### src/design/assert_macros.svh
// ---------------------------------------------------------------------------
// Assertion macros used by the transcoder back end
// ---------------------------------------------------------------------------
`ifndef ASSERT_MACROS_SVH
`define ASSERT_MACROS_SVH

// Concurrent check on the module's own clock and reset
`define ASSERT_RST(label, prop, msg) \
  label: assert property (@(posedge clk_i) disable iff (!rst_ni) (prop)) \
    else $error(msg);

// Concurrent check on an explicit clock and active-low reset
`define ASSERT_RST_CLK(label, clk, rst_n, prop, msg) \
  label: assert property (@(posedge clk) disable iff (!rst_n) (prop)) \
    else $error(msg);

`endif

### src/design/u16u8_pkg.sv
// ---------------------------------------------------------------------------
// u16u8_pkg
// Types, constants and byte-building helpers for the UTF-16 to UTF-8
// transcoder.
// ---------------------------------------------------------------------------
package u16u8_pkg;

  // Default depth of the job queue between front and back
  localparam int unsigned QueueDepth = 4;

  // Register map
  localparam int unsigned RegIdxW = 1;
  typedef enum logic [RegIdxW-1:0] {
    REG_STRICT_MODE     = 1'b0,
    REG_OUTPUT_CAPACITY = 1'b1
  } reg_idx_e;

  localparam logic        StrictReset   = 1'b0;
  localparam logic [15:0] CapacityReset = 16'hFFFF;

  // Error codes on a result beat
  typedef enum logic [1:0] {
    ERR_NONE    = 2'd0,
    ERR_INVALID = 2'd1,
    ERR_TRUNC   = 2'd2,
    ERR_FULL    = 2'd3
  } err_e;

  // Surrogate tags are the top six bits of a code unit
  localparam logic [5:0]  HighSurrTag = 6'b110110;  // D800..DBFF
  localparam logic [5:0]  LowSurrTag  = 6'b110111;  // DC00..DFFF
  localparam logic [20:0] SuppBase    = 21'h10000;

  // UTF-8 lead and continuation marks
  localparam logic [7:0] Lead2Mark = 8'hC0;
  localparam logic [7:0] Lead3Mark = 8'hE0;
  localparam logic [7:0] Lead4Mark = 8'hF0;
  localparam logic [7:0] ContMark  = 8'h80;

  // Configuration as seen by the front
  typedef struct packed {
    logic        strict;
    logic [15:0] capacity;
  } cfg_t;

  // One output segment: a code point to encode, or an error beat
  typedef struct packed {
    logic        is_err;
    err_e        err;
    logic [20:0] cp;
    logic [2:0]  len;
  } seg_t;

  // One queued job: the results of one input beat
  typedef struct packed {
    seg_t        seg0;
    seg_t        seg1;
    logic        two;    // seg1 follows seg0
    logic        eos;    // last result closes the string
    logic [15:0] base;   // byte count before the first segment
  } job_t;

  // Number of UTF-8 bytes for a code point
  function automatic logic [2:0] utf8_len(logic [20:0] cp);
    logic [2:0] n;
    if (cp < 21'h80) begin
      n = 3'd1;
    end else if (cp < 21'h800) begin
      n = 3'd2;
    end else if (cp < 21'h10000) begin
      n = 3'd3;
    end else begin
      n = 3'd4;
    end
    return n;
  endfunction

  // Byte idx of the UTF-8 encoding of cp, which is len bytes long
  function automatic logic [7:0] utf8_byte(logic [20:0] cp, logic [2:0] len,
                                           logic [1:0] idx);
    logic [1:0]  rem;
    logic [20:0] sh;
    logic [7:0]  b;
    rem = 2'(len - 3'd1 - {1'b0, idx});
    unique case (rem)
      2'd0: sh = cp;
      2'd1: sh = {6'b0, cp[20:6]};
      2'd2: sh = {12'b0, cp[20:12]};
      default: sh = {18'b0, cp[20:18]};
    endcase
    if (idx == 2'd0) begin
      unique case (len)
        3'd1: b = sh[7:0];
        3'd2: b = Lead2Mark | sh[7:0];
        3'd3: b = Lead3Mark | sh[7:0];
        default: b = Lead4Mark | sh[7:0];
      endcase
    end else begin
      b = ContMark | {2'b0, sh[5:0]};
    end
    return b;
  endfunction

endpackage

### src/design/u16u8_front.sv
// ---------------------------------------------------------------------------
// u16u8_front
// Accepts code units, pairs surrogates, checks capacity and turns each
// beat that has a result into a job of up to two segments for the back end.
// ---------------------------------------------------------------------------
module u16u8_front (
  input  logic              clk_i,
  input  logic              rst_ni,
  input  u16u8_pkg::cfg_t   cfg_i,
  input  logic              in_valid_i,
  output logic              in_stall_o,
  input  logic [15:0]       code_unit_i,
  input  logic              last_unit_i,
  input  logic              full_i,
  output logic              push_o,
  output u16u8_pkg::job_t   job_o
);
  import u16u8_pkg::*;

  // String state
  logic        pend_q, pend_d;
  logic [9:0]  held_q, held_d;
  logic [15:0] bw_q, bw_d;
  logic        disc_q, disc_d;

  logic        accept;
  logic        is_high, is_low;
  logic [20:0] cp_pair, cp_held;
  logic [2:0]  u_len;
  seg_t        seg_a, seg_b;
  logic        a_vld, b_vld;
  logic        fail, hold;
  logic [15:0] bw_a, bw_b;

  // Does a code point of n bytes still fit?
  function automatic logic fits(logic [15:0] bw, logic [2:0] n, logic [15:0] cap);
    return ({1'b0, bw} + {14'b0, n}) <= {1'b0, cap};
  endfunction

  assign in_stall_o = full_i;
  assign accept     = in_valid_i && !full_i;

  assign is_high = code_unit_i[15:10] == HighSurrTag;
  assign is_low  = code_unit_i[15:10] == LowSurrTag;
  assign cp_pair = SuppBase + {1'b0, held_q, code_unit_i[9:0]};
  assign cp_held = {5'b0, HighSurrTag, held_q};
  assign u_len   = utf8_len({5'b0, code_unit_i});

  // Classify the beat into a held-surrogate segment and a new-unit segment
  always_comb begin
    seg_a = '0;
    seg_b = '0;
    a_vld = 1'b0;
    b_vld = 1'b0;
    fail  = 1'b0;
    hold  = 1'b0;
    bw_a  = bw_q;
    bw_b  = bw_q;
    if (!disc_q) begin
      if (pend_q && is_low) begin
        a_vld     = 1'b1;
        seg_a.cp  = cp_pair;
        seg_a.len = 3'd4;
        if (fits(bw_q, 3'd4, cfg_i.capacity)) begin
          bw_a = bw_q + 16'd4;
        end else begin
          seg_a.is_err = 1'b1;
          seg_a.err    = ERR_FULL;
          fail         = 1'b1;
        end
        bw_b = bw_a;
      end else begin
        // held high surrogate with no partner
        if (pend_q) begin
          a_vld = 1'b1;
          if (cfg_i.strict) begin
            seg_a.is_err = 1'b1;
            seg_a.err    = ERR_INVALID;
            fail         = 1'b1;
          end else begin
            seg_a.cp  = cp_held;
            seg_a.len = 3'd3;
            if (fits(bw_q, 3'd3, cfg_i.capacity)) begin
              bw_a = bw_q + 16'd3;
            end else begin
              seg_a.is_err = 1'b1;
              seg_a.err    = ERR_FULL;
              fail         = 1'b1;
            end
          end
        end
        bw_b = bw_a;
        // the new unit itself
        if (!fail) begin
          if (is_high) begin
            if (last_unit_i) begin
              b_vld        = 1'b1;
              seg_b.is_err = 1'b1;
              seg_b.err    = ERR_TRUNC;
              fail         = 1'b1;
            end else begin
              hold = 1'b1;
            end
          end else if (is_low && cfg_i.strict) begin
            b_vld        = 1'b1;
            seg_b.is_err = 1'b1;
            seg_b.err    = ERR_INVALID;
            fail         = 1'b1;
          end else begin
            b_vld     = 1'b1;
            seg_b.cp  = {5'b0, code_unit_i};
            seg_b.len = u_len;
            if (fits(bw_a, u_len, cfg_i.capacity)) begin
              bw_b = bw_a + {13'b0, u_len};
            end else begin
              seg_b.is_err = 1'b1;
              seg_b.err    = ERR_FULL;
              fail         = 1'b1;
            end
          end
        end
      end
    end
  end

  // Pack the job, first present segment in seg0
  always_comb begin
    job_o.seg0 = a_vld ? seg_a : seg_b;
    job_o.seg1 = seg_b;
    job_o.two  = a_vld && b_vld;
    job_o.eos  = fail || last_unit_i;
    job_o.base = bw_q;
  end

  assign push_o = accept && !disc_q && (a_vld || b_vld);

  // Next string state
  always_comb begin
    pend_d = pend_q;
    held_d = held_q;
    bw_d   = bw_q;
    disc_d = disc_q;
    if (accept) begin
      if (disc_q) begin
        if (last_unit_i) begin
          disc_d = 1'b0;
          bw_d   = '0;
        end
      end else if (fail) begin
        pend_d = 1'b0;
        held_d = '0;
        bw_d   = last_unit_i ? 16'd0 : bw_b;
        disc_d = !last_unit_i;
      end else if (last_unit_i) begin
        pend_d = 1'b0;
        held_d = '0;
        bw_d   = '0;
      end else begin
        pend_d = hold;
        held_d = hold ? code_unit_i[9:0] : 10'd0;
        bw_d   = bw_b;
      end
    end
  end

  always_ff @(posedge clk_i or negedge rst_ni) begin
    if (!rst_ni) begin
      pend_q <= 1'b0;
      held_q <= '0;
      bw_q   <= '0;
      disc_q <= 1'b0;
    end else begin
      pend_q <= pend_d;
      held_q <= held_d;
      bw_q   <= bw_d;
      disc_q <= disc_d;
    end
  end

endmodule

### src/design/u16u8_fifo.sv
// ---------------------------------------------------------------------------
// u16u8_fifo
// Short job queue between front and back, head readable every cycle.
// ---------------------------------------------------------------------------
module u16u8_fifo #(
  parameter int unsigned DEPTH = u16u8_pkg::QueueDepth
) (
  input  logic              clk_i,
  input  logic              rst_ni,
  input  logic              push_i,
  input  u16u8_pkg::job_t   wdata_i,
  output logic              full_o,
  input  logic              pop_i,
  output logic              empty_o,
  output u16u8_pkg::job_t   rdata_o
);
  import u16u8_pkg::*;

  localparam int unsigned PtrW = (DEPTH > 1) ? $clog2(DEPTH) : 1;
  localparam int unsigned CntW = $clog2(DEPTH + 1);

  job_t            mem_q [DEPTH];
  logic [PtrW-1:0] wr_q, wr_d, rd_q, rd_d;
  logic [CntW-1:0] cnt_q, cnt_d;

  function automatic logic [PtrW-1:0] bump(logic [PtrW-1:0] p);
    return (p == PtrW'(DEPTH - 1)) ? '0 : p + 1'b1;
  endfunction

  assign full_o  = cnt_q == CntW'(DEPTH);
  assign empty_o = cnt_q == '0;
  assign rdata_o = mem_q[rd_q];

  // Pointer and fill update
  always_comb begin
    wr_d  = push_i ? bump(wr_q) : wr_q;
    rd_d  = pop_i ? bump(rd_q) : rd_q;
    cnt_d = cnt_q;
    if (push_i && !pop_i) begin
      cnt_d = cnt_q + 1'b1;
    end else if (pop_i && !push_i) begin
      cnt_d = cnt_q - 1'b1;
    end
  end

  always_ff @(posedge clk_i or negedge rst_ni) begin
    if (!rst_ni) begin
      wr_q  <= '0;
      rd_q  <= '0;
      cnt_q <= '0;
    end else begin
      wr_q  <= wr_d;
      rd_q  <= rd_d;
      cnt_q <= cnt_d;
    end
  end

  // Storage
  always_ff @(posedge clk_i) begin
    if (push_i) begin
      mem_q[wr_q] <= wdata_i;
    end
  end

endmodule

### src/design/u16u8_back.sv
// ---------------------------------------------------------------------------
// u16u8_back
// Walks queued jobs one UTF-8 byte per unstalled cycle into the output register.
// ---------------------------------------------------------------------------
`include "assert_macros.svh"

module u16u8_back (
  input  logic              clk_i,
  input  logic              rst_ni,
  input  logic              empty_i,
  input  u16u8_pkg::job_t   job_i,
  output logic              pop_o,
  output logic              out_valid_o,
  input  logic              out_stall_i,
  output logic [7:0]        out_byte_o,
  output logic              last_of_run_o,
  output logic              end_of_string_o,
  output logic [1:0]        error_code_o,
  output logic [15:0]       byte_count_o
);
  import u16u8_pkg::*;

  // Sequencer position inside the head job
  logic        seg_q, seg_d;
  logic [1:0]  idx_q, idx_d;
  logic [15:0] cnt_q, cnt_d;

  // Output register
  logic        vld_q, vld_d;
  logic [7:0]  byte_q;
  logic        lor_q, eos_q;
  err_e        err_q;
  logic [15:0] bcnt_q;

  logic        advance, fire, first, seg_end, job_end;
  seg_t        cur;
  logic [15:0] cur_cnt, cnt_out;
  logic [7:0]  byte_out;

  assign advance = !vld_q || !out_stall_i;
  assign fire    = advance && !empty_i;
  assign cur     = seg_q ? job_i.seg1 : job_i.seg0;
  assign first   = !seg_q && (idx_q == 2'd0);
  assign cur_cnt = first ? job_i.base : cnt_q;
  assign seg_end = cur.is_err || ({1'b0, idx_q} == (cur.len - 3'd1));
  assign job_end = seg_end && (seg_q || !job_i.two);
  assign pop_o   = fire && job_end;

  // Byte and count of this beat; an error beat writes nothing
  assign byte_out = cur.is_err ? 8'h00 : utf8_byte(cur.cp, cur.len, idx_q);
  assign cnt_out  = cur.is_err ? cur_cnt : cur_cnt + 16'd1;

  // Sequencer step
  always_comb begin
    seg_d = seg_q;
    idx_d = idx_q;
    cnt_d = cnt_q;
    vld_d = vld_q;
    if (fire) begin
      vld_d = 1'b1;
      cnt_d = cnt_out;
      if (seg_end) begin
        idx_d = '0;
        seg_d = !job_end;
      end else begin
        idx_d = idx_q + 2'd1;
      end
    end else if (advance) begin
      vld_d = 1'b0;
    end
  end

  always_ff @(posedge clk_i or negedge rst_ni) begin
    if (!rst_ni) begin
      seg_q <= 1'b0;
      idx_q <= '0;
      cnt_q <= '0;
      vld_q <= 1'b0;
    end else begin
      seg_q <= seg_d;
      idx_q <= idx_d;
      cnt_q <= cnt_d;
      vld_q <= vld_d;
    end
  end

  // Result payload
  always_ff @(posedge clk_i) begin
    if (fire) begin
      byte_q <= byte_out;
      lor_q  <= job_end;
      eos_q  <= job_end && job_i.eos;
      err_q  <= cur.is_err ? cur.err : ERR_NONE;
      bcnt_q <= cnt_out;
    end
  end

  assign out_valid_o     = vld_q;
  assign out_byte_o      = byte_q;
  assign last_of_run_o   = lor_q;
  assign end_of_string_o = eos_q;
  assign error_code_o    = err_q;
  assign byte_count_o    = bcnt_q;

  // An error beat is a zero byte that closes both the run and the string
  `ASSERT_RST(a_err_closes, (vld_q && err_q != ERR_NONE) |-> (byte_q == 8'h00 && lor_q && eos_q), "error beat not closing")
  // End of string is always the final beat of its run
  `ASSERT_RST(a_eos_lor, (vld_q && eos_q) |-> lor_q, "end of string without end of run")
  // Retiring a job leaves its final beat in the output register
  `ASSERT_RST(a_pop_last, pop_o |=> (vld_q && lor_q), "job retired without final beat")

endmodule

### src/design/utf16_to_utf8_converter.sv
// ---------------------------------------------------------------------------
// utf16_to_utf8_converter
// UTF-16 to UTF-8 transcoder: one code unit in per beat, one UTF-8 byte
// (or an error beat) out per beat.
//
//   channel  | handshake             | payload
//   ---------+-----------------------+----------------------------------------
//   input    | in_valid_i/in_stall_o | code_unit_i, last_unit_i
//   output   | out_valid_o/out_stall_i | out_byte_o, last_of_run_o,
//            |                       | end_of_string_o, error_code_o,
//            |                       | byte_count_o
//   config   | cfg_we_i              | cfg_index_i, cfg_wdata_i
//
// The front takes one code unit per cycle while the job queue has room.
// The back emits one byte per cycle while out_stall_i is low; a unit causes
// 0 bytes for a held high surrogate or a discarded unit, 1 to 3 for a
// plain unit, 4 for a pair, up to 6 when a held surrogate is flushed.
// Reset is asynchronous, needs no clearing pass; control registers take their
// reset values at once. Output stalls fill the queue, then stall the input.
// ---------------------------------------------------------------------------
module utf16_to_utf8_converter #(
  parameter int unsigned QUEUE_DEPTH = u16u8_pkg::QueueDepth
) (
  input  logic                          clk_i,
  input  logic                          rst_ni,
  input  logic                          in_valid_i,
  output logic                          in_stall_o,
  input  logic [15:0]                   code_unit_i,
  input  logic                          last_unit_i,
  output logic                          out_valid_o,
  input  logic                          out_stall_i,
  output logic [7:0]                    out_byte_o,
  output logic                          last_of_run_o,
  output logic                          end_of_string_o,
  output logic [1:0]                    error_code_o,
  output logic [15:0]                   byte_count_o,
  input  logic                          cfg_we_i,
  input  logic [u16u8_pkg::RegIdxW-1:0] cfg_index_i,
  input  logic [15:0]                   cfg_wdata_i
);
  import u16u8_pkg::*;

  logic        strict_q;
  logic [15:0] cap_q;
  cfg_t        cfg;
  logic        push, pop, full, empty;
  job_t        wjob, rjob;

  // Configuration registers
  always_ff @(posedge clk_i or negedge rst_ni) begin
    if (!rst_ni) begin
      strict_q <= StrictReset;
      cap_q    <= CapacityReset;
    end else if (cfg_we_i) begin
      unique case (reg_idx_e'(cfg_index_i))
        REG_STRICT_MODE:     strict_q <= cfg_wdata_i[0];
        REG_OUTPUT_CAPACITY: cap_q    <= cfg_wdata_i;
      endcase
    end
  end

  assign cfg.strict   = strict_q;
  assign cfg.capacity = cap_q;

  u16u8_front u_front (
    .clk_i       (clk_i),
    .rst_ni      (rst_ni),
    .cfg_i       (cfg),
    .in_valid_i  (in_valid_i),
    .in_stall_o  (in_stall_o),
    .code_unit_i (code_unit_i),
    .last_unit_i (last_unit_i),
    .full_i      (full),
    .push_o      (push),
    .job_o       (wjob)
  );

  u16u8_fifo #(
    .DEPTH (QUEUE_DEPTH)
  ) u_fifo (
    .clk_i   (clk_i),
    .rst_ni  (rst_ni),
    .push_i  (push),
    .wdata_i (wjob),
    .full_o  (full),
    .pop_i   (pop),
    .empty_o (empty),
    .rdata_o (rjob)
  );

  u16u8_back u_back (
    .clk_i           (clk_i),
    .rst_ni          (rst_ni),
    .empty_i         (empty),
    .job_i           (rjob),
    .pop_o           (pop),
    .out_valid_o     (out_valid_o),
    .out_stall_i     (out_stall_i),
    .out_byte_o      (out_byte_o),
    .last_of_run_o   (last_of_run_o),
    .end_of_string_o (end_of_string_o),
    .error_code_o    (error_code_o),
    .byte_count_o    (byte_count_o)
  );

endmodule
### config.mk
export PLATFORM = sky130hd
export DESIGN_NAME = utf16_to_utf8_converter
export DESIGN_NICKNAME = d
export VERILOG_FILES = /design/src/design/u16u8_pkg.sv /design/src/design/u16u8_front.sv /design/src/design/u16u8_fifo.sv /design/src/design/u16u8_back.sv /design/src/design/utf16_to_utf8_converter.sv
export VERILOG_INCLUDE_DIRS = /design/src /design/src/design
export SDC_FILE = /design/constraint.sdc
export NUM_CORES = 1
export LEC_CHECK = 0
export ABC_CLOCK_PERIOD_IN_PS = 7140
export BUFFER_PORTS_ARGS = -buffer_cell sky130_fd_sc_hd__buf_2
export CAP_MARGIN = 20
export CORE_MARGIN = 4
export CORE_UTILIZATION = 25
export CTS_CLUSTER_DIAMETER = 150
export DETAILED_ROUTE_END_ITERATION = 7
export PLACE_DENSITY_LB_ADDON = 0.12
export SYNTH_ARGS = -nofsm -noshare
export SYNTH_HDL_FRONTEND = slang
export SYNTH_SLANG_ARGS = --single-unit
### constraint.sdc
create_clock -name clk_i -period 7.14 [get_ports clk_i]
set_input_delay 0.714 -clock clk_i [delete_from_list [all_inputs] [get_ports clk_i]]
set_output_delay 0.714 -clock clk_i [all_outputs]
set_load 0.05 [all_outputs]
==> metrics.cfg, run 1 <==
[status]
run_status = completed

[grt]
overflow = 0
grt_max_degree = 50
grt_pass1_vias = 12138
grt_pass1_wl_um = 79800
gr-usage-all-layers = 0.135
antenna_found_initial = 0

[final_layout]
areaGrowthSynthToFinish_pct = 18.1
layout.cells.non_filler = 2463
layout.nets = 1587
drive_above_1_share = 0.243
diodes = 0
final_util = 0.299

[sta]
slew_headroom = 0.353
finalHoldViolations = 0
finalCritPeriodShare = 0.941
slew_viol_final = 0
worstMarginPinSlew_ps = 958
rsz0062_at_grt = false
setup_viol = 0
max_freq_mhz = 149
skew_ps = 27.1
finalSetupTns_ps = 0
finalCriticalPeriod_ps = 6720
whs_ps = 160

[clocking]
htree_levels = 2
clock-root-buffer = clkbuf_16
clk_path_buf_depth = 3
hold_buffers = 0
cts_tree = yes
numCtsBuffers = 44
clk_latency_ps = 580
clk_pin_slew_worst_paths_ps = 60
cts.sinks = 364

[yosys]
ys.flop_type = edfxtp_1
synth_edf_count = 292
synthTopCellsByCount = edfxtp_1 (292), nand2_1 (132), nor2_1 (78)
yosysMostFrequentCell = edfxtp_1
synth_top_family_by_area = multiplexers
synth-xor-area-share = 0.0419
yosysWarnings = 0
ys_ff_latch = 364
syn_nets = 1462
syn_area_um2 = 18200
yosysSeqAreaShare = 0.582
synthAdderAreaFrac = 0.0483
synth_top_area_frac = 0.482
syn_inst = 1354
synthMuxAreaShare = 0.116
synth-simple-area-share = 0.106
netlist_top_cells_area = edfxtp_1 (48%), mux4_2 (8.4%), dfrtp_1 (7.7%)
avgSynthCellArea_um2 = 13.4
yosys.area.top_type = edfxtp_1
ys_types = 82
synth-compound-area-share = 0.0791
async_flop_share = 0.198

[placed_design]
place_hpwl_um = 36900
portBuffers = 68
finalWeightedCongestion = 0.893
dp_cells = 2376

[min_path]
hp-class = in2async

[power_and_ir_drop]
p_int_w = 0.00535
pwr-share-seq = 0.362
power.density_nw_per_um2 = 396
netSwitchingFraction = 0.372
combPwrFrac = 0.384
finalPower_w = 0.00853
p_clk_frac = 0.255
p_switching_w = 0.00317
vdd_drop_max_mv = 0.139
total_leakage_power_nw = 7.97

[drt]
ant_nets = 0
vias = 11570
dr.pass1.iters = 5
viasPerCell = 4.70
wirelength_um = 52500
drc = 0
drtIter0Drc = 784
wire_per_inst_um = 21.3

[floorplanning]
die_area_um2 = 77200
io_pins = 69
die_w_um = 278
rows = 98
core_area_um2 = 71900
die_y_um = 278
initial_core_util = 0.253

[setup_path]
end_kind = flip-flop
cp_slowest_cell = or4_1
r2r_start = u_front.bw_q[0]
reg2reg_slack_ps = 420
crit_top_cell = ha_1
critPathKind = reg2reg
worstPathRequired_ps = 7610
crit_path_max_fanout = 6
slowest_delay_ps = 540
cp-start-kind = flip-flop
worstReg2RegEnd = u_front.bw_q[10]
cp.arrival_ps = 7190
rr_worst_depth = 30

[job]
max-cap-violations = 0

==> area by class of cell <==
class                      count  area, um2
fill                        7314      50300
multi-input combinational    873       7210
clock buffer                  58       1160
sequential                   364      10600
tap                          950       1190
clock inverter                22        228
timing repair buffer         148        943
inverter                      48        180
==> stage by stage <==
| stage | worst slack (ps) | instance area [um2] |
|---|---|---|
| final | 419 | 21500 |
| after global routing | 3.90 | 21500 |
| after CTS | 49.4 | 21400 |
| after detailed placement | 123 | 20000 |
| after global placement | 113 | 20000 |
| after floorplan | 187 | 18200 |
==> worst max path at each step <==
stage / start / endpoint / cells past startpoint / slack [ps]
detailed placement: u_front.bw_q[0] / u_front.bw_q[14] / 33 / 120
finish: u_front.bw_q[0] / u_front.bw_q[10] / 30 / 420
global placement: u_front.bw_q[4] / u_front.bw_q[2] / 30 / 110
floorplan: u_front.bw_q[0] / u_fifo.mem_q[0][16] / 35 / 190
CTS: u_front.bw_q[0] / u_front.bw_q[14] / 33 / 50
global route: u_front.bw_q[0] / u_front.bw_q[14] / 30 / 4
==> metal layers <==
layer  global-route usage  up-vias  part of all wire
met1                0.199     5886              0.50
met5                    0        -                 0
met2                0.208      247              0.44
li1                     -     5377                 -
met4               0.0321        0             0.019
met3               0.0226       60             0.041
==> logic make-up (layout without fill, tap and decap cells) <==
family                     count (synthesis)  in the layout
buffers and inverters                    117            276
DFF                                      364            364
muxes                                    122            122
xor gates and xnor gates                  87             87
and+or+nand+nor                          393            393
adders and majority gates                 69             69
AOI/OAI and AO/OA                        202            202
==> what timing repair did <==
item	in CTS	in global routing
resized for setup	0	13
endpoints found under the setup margin	0	45
buffers inserted	0	7
==> registers in the layout, indices dropped and copies added (netlist names), 2 cells and up <==
register,count
u_front.held_q,10
u_fifo.wr_q,2
u_back.out_byte_o,8
u_back.idx_q,2
cap_q,16
u_back.error_code_o,2
u_fifo.rd_q,2
u_back.byte_count_o,16
u_fifo.cnt_q,3
u_front.bw_q,16
u_back.cnt_q,16
u_fifo.mem_q,264
==> worst max-delay path, delay by kind of cell (launching register included) <==
family / cells / cell delay (ps)
DFF: 1 / 400
and+or+nand+nor: 8 / 1860
xor gates and xnor gates: 4 / 650
AOI/OAI and AO/OA: 10 / 1870
adders and majority gates: 5 / 1460
buffers and inverters: 3 / 360
==> power groups by stage <==
stage / clock network (W) / logic [W] / registers [W]
2_1_floorplan: 0 / 0.00197 / 0.00335
6_report: 0.00217 / 0.00327 / 0.00309
3_5_place_dp: 0 / 0.00332 / 0.00314
4_1_cts: 0.00226 / 0.00333 / 0.00310
3_3_place_gp: 0 / 0.00333 / 0.00314
5_1_grt: 0.00236 / 0.00358 / 0.00314
==> placed cells by master (no fill, tap or decap), drive strengths merged, types with 5 or more instances in the layout <==
| cell type | synthesis | layout |
|---|---|---|
| a211oi | 6 | 6 |
| a21o | 11 | 11 |
| a21oi | 42 | 42 |
| a22o | 23 | 23 |
| a22oi | 5 | 5 |
| a31oi | 12 | 12 |
| and2 | 27 | 27 |
| and3 | 12 | 12 |
| buf | 32 | 148 |
| clkbuf | 37 | 58 |
| clkinv | 0 | 15 |
| dfrtp | 56 | 56 |
| dfstp | 16 | 16 |
| edfxtp | 292 | 292 |
| ha | 67 | 67 |
| inv | 48 | 50 |
| mux2 | 29 | 29 |
| mux2i | 25 | 25 |
| mux4 | 68 | 68 |
| nand2 | 133 | 133 |
| nand2b | 6 | 6 |
| nand3 | 31 | 31 |
| nand4 | 19 | 19 |
| nor2 | 78 | 78 |
| nor2b | 11 | 11 |
| nor3 | 31 | 31 |
| nor4 | 10 | 10 |
| o211ai | 7 | 7 |
| o21a | 6 | 6 |
| o21ai | 43 | 43 |
| o221ai | 7 | 7 |
| o31ai | 6 | 6 |
| or2 | 8 | 8 |
| or3 | 10 | 10 |
| xnor2 | 60 | 60 |
| xor2 | 27 | 27 |
Note: power is estimated with default switching activity, not from simulation.
==> run 2: changes to the inputs <==
- CORE_MARGIN: 4 -> 2
==> run 2 against run 1 <==
Compared with the run above: maximum frequency shrank 0.75%; clock skew increased by 10 ps; worst hold slack lost 48 ps; setup slack worse by 50 ps; power decreased by 1.3%; utilization decreased by 0.053 points; first-iteration DRC count up 5.2%; clock power fell by 5%; final area down 0.35%; die area down 2.9%; global-route usage rose by 0.76 points; critical path type unchanged; critical endpoint is now u_front.bw_q[2]; highest routed layer unchanged.
==> metrics.cfg, run 2 (synthesis results as in run 1) <==
[final_layout]
top_register = u_fifo.mem_q
drive_above_1_share = 0.239  ; -0.00330
layout.nets = 1588  ; +0.063%
final_cell_mix = edfxtp_1 (292), nand2_1 (132), buf_4 (81)
largest_register_ffs = 264  ; unchanged
postLayoutCellArea_um2 = 21400  ; -0.35%
layout_commonest_cell = edfxtp_1
areaGrowthSynthToFinish_pct = 17.7

[setup_path]
crit_path_max_fanout = 15  ; +9
worstPathRequired_ps = 7620  ; about the same
crit_top_cell = ha_1
slowest_delay_ps = 510  ; -30 ps
cp-start-kind = flip-flop
cp_slowest_cell = or4_1
end_kind = flip-flop
reg2reg_slack_ps = 370  ; -50 ps
cp.arrival_ps = 7250  ; +60 ps
critPathKind = reg2reg

[sta]
rsz0062_at_grt = false
finalSetupTns_ps = 0  ; unchanged
slew_headroom = 0.339  ; -0.0146
slew_viol_final = 0  ; unchanged
skew_ps = 37.4  ; +10.3 ps
finalHoldViolations = 0  ; unchanged
finalCritPeriodShare = 0.948  ; +0.00707
finalCriticalPeriod_ps = 6770  ; +50.5 ps
whs_ps = 112  ; -48.0 ps
max_freq_mhz = 148  ; -0.75%
worstMarginPinSlew_ps = 990  ; +32.0 ps
fin_ws_ps = 369  ; -50.5 ps
setup_viol = 0  ; unchanged

[power_and_ir_drop]
vdd_drop_max_mv = 0.190  ; +36%
total_leakage_power_nw = 7.93  ; -0.44%
power.density_nw_per_um2 = 393  ; -0.93%

[placed_design]
dp_slack_ps = 200  ; +76.8 ps
finalWeightedCongestion = 0.902  ; +1.0%
dpl-instance-area_um2 = 20100  ; +0.43%
place_hpwl_um = 37200  ; +0.82%
portBuffers = 68  ; unchanged

[clocking]
clk_path_buf_depth = 3  ; unchanged
cts_tree = yes
clk_pin_slew_worst_paths_ps = 60  ; about the same
cts.sinks = 364  ; unchanged
clock-root-buffer = clkbuf_16
clk_latency_ps = 590  ; about the same
htree_levels = 2  ; unchanged
numCtsBuffers = 43  ; -2.3%

[drt]
vias = 11628  ; +0.50%
ant_nets = 0  ; unchanged
wire_per_inst_um = 21.5  ; +0.58%
dr.pass1.iters = 5  ; unchanged
viasPerCell = 4.72  ; +0.46%
wirelength_um = 52900  ; +0.62%
drtIter0Drc = 825  ; +5.2%
drc = 0  ; unchanged

[job]
max-cap-violations = 0  ; unchanged

[grt]
antenna_found_initial = 0  ; unchanged
grt_pass1_wl_um = 79700  ; -0.14%
overflow = 0  ; unchanged
gr-usage-all-layers = 0.143  ; +0.00759
grt_max_degree = 50  ; unchanged
grt_pass1_vias = 12045  ; -0.77%

[floorplanning]
initial_core_util = 0.254  ; +0.000433
die_y_um = 274  ; -1.4%
rows = 98  ; unchanged
io_pins = 69  ; unchanged
die_w_um = 274  ; -1.4%
die_area_um2 = 75000  ; -2.9%
core_area_um2 = 71700  ; -0.17%

[min_path]
hp-class = in2async

[status]
run_status = completed

## run 2: cell count changes in the layout (fill, tap and decap cells not counted), sizes merged
cell,previous run,this run
diode,0,1
inv,50,52
buf,148,150
clkinvlp,2,1
clkinv,15,21
clkbuf,58,51
bufinv,3,1
## run 2: path summary, 6_finish.rpt
path                                      start                 end  cells after the start
worst min-delay path                     rst_ni     u_front.bw_q[1]                      1
max in group asynchronous                rst_ni      u_fifo.rd_q[0]                      2
worst min register to register  u_back.cnt_q[1]     u_back.cnt_q[1]                      2
worst max register to register  u_front.bw_q[0]     u_front.bw_q[2]                     31
min in group clk_i                  out_stall_i  u_back.out_valid_o                      3
worst max-delay path            u_front.bw_q[0]     u_front.bw_q[2]                     31
## run 2: routing by layer
metal  vias to the layer above  global-route usage  wire [um]
met5                         -                   0          0
met4                         0              0.0380       1120
met3                        60              0.0207       2170
met2                       256               0.221      23700
met1                      5910               0.207      25900
li1                       5402                   -          -
## run 2: cell type report
type                       instances  area [um2]
sequential                       364       10600
inverter                          48         180
timing repair buffer             150         983
clock inverter                    27         196
clock buffer                      51        1110
tap                              950        1190
fill                            7252       50300
multi-input combinational        873        7180
antenna                            1        2.50
## run 2: critical path, delay by kind of cell, from the launching register on
family,cells,cell delay (ps)
compound gates,12,2280
simple gates,7,1500
fa+ha+maj,5,1400
xor+xnor,3,610
buf+inv,4,510
flops,1,350
## run 2: repair_timing
| item | 4_1_cts | 5_1_grt |
|---|---|---|
| buffers inserted | 0 | 1 |
| hold buffers | 0 | 0 |
| setup endpoints to repair | 0 | 45 |
| resized for setup | 0 | 11 |
## run 2: where the power goes
group,switching [W],internal [W]
Sequential,0.000238,0.00288
Combinational,0.00205,0.00120
Clock,0.000902,0.00115
## run 2: stage by stage
step,util,instances,power [W]
floorplan,-,1354,0.00532
global placement,0.280,2384,0.00646
detailed placement,0.280,2384,0.00647
CTS,0.298,2462,0.00857
global route,0.299,2463,0.00893
finish,0.299,2464,0.00842
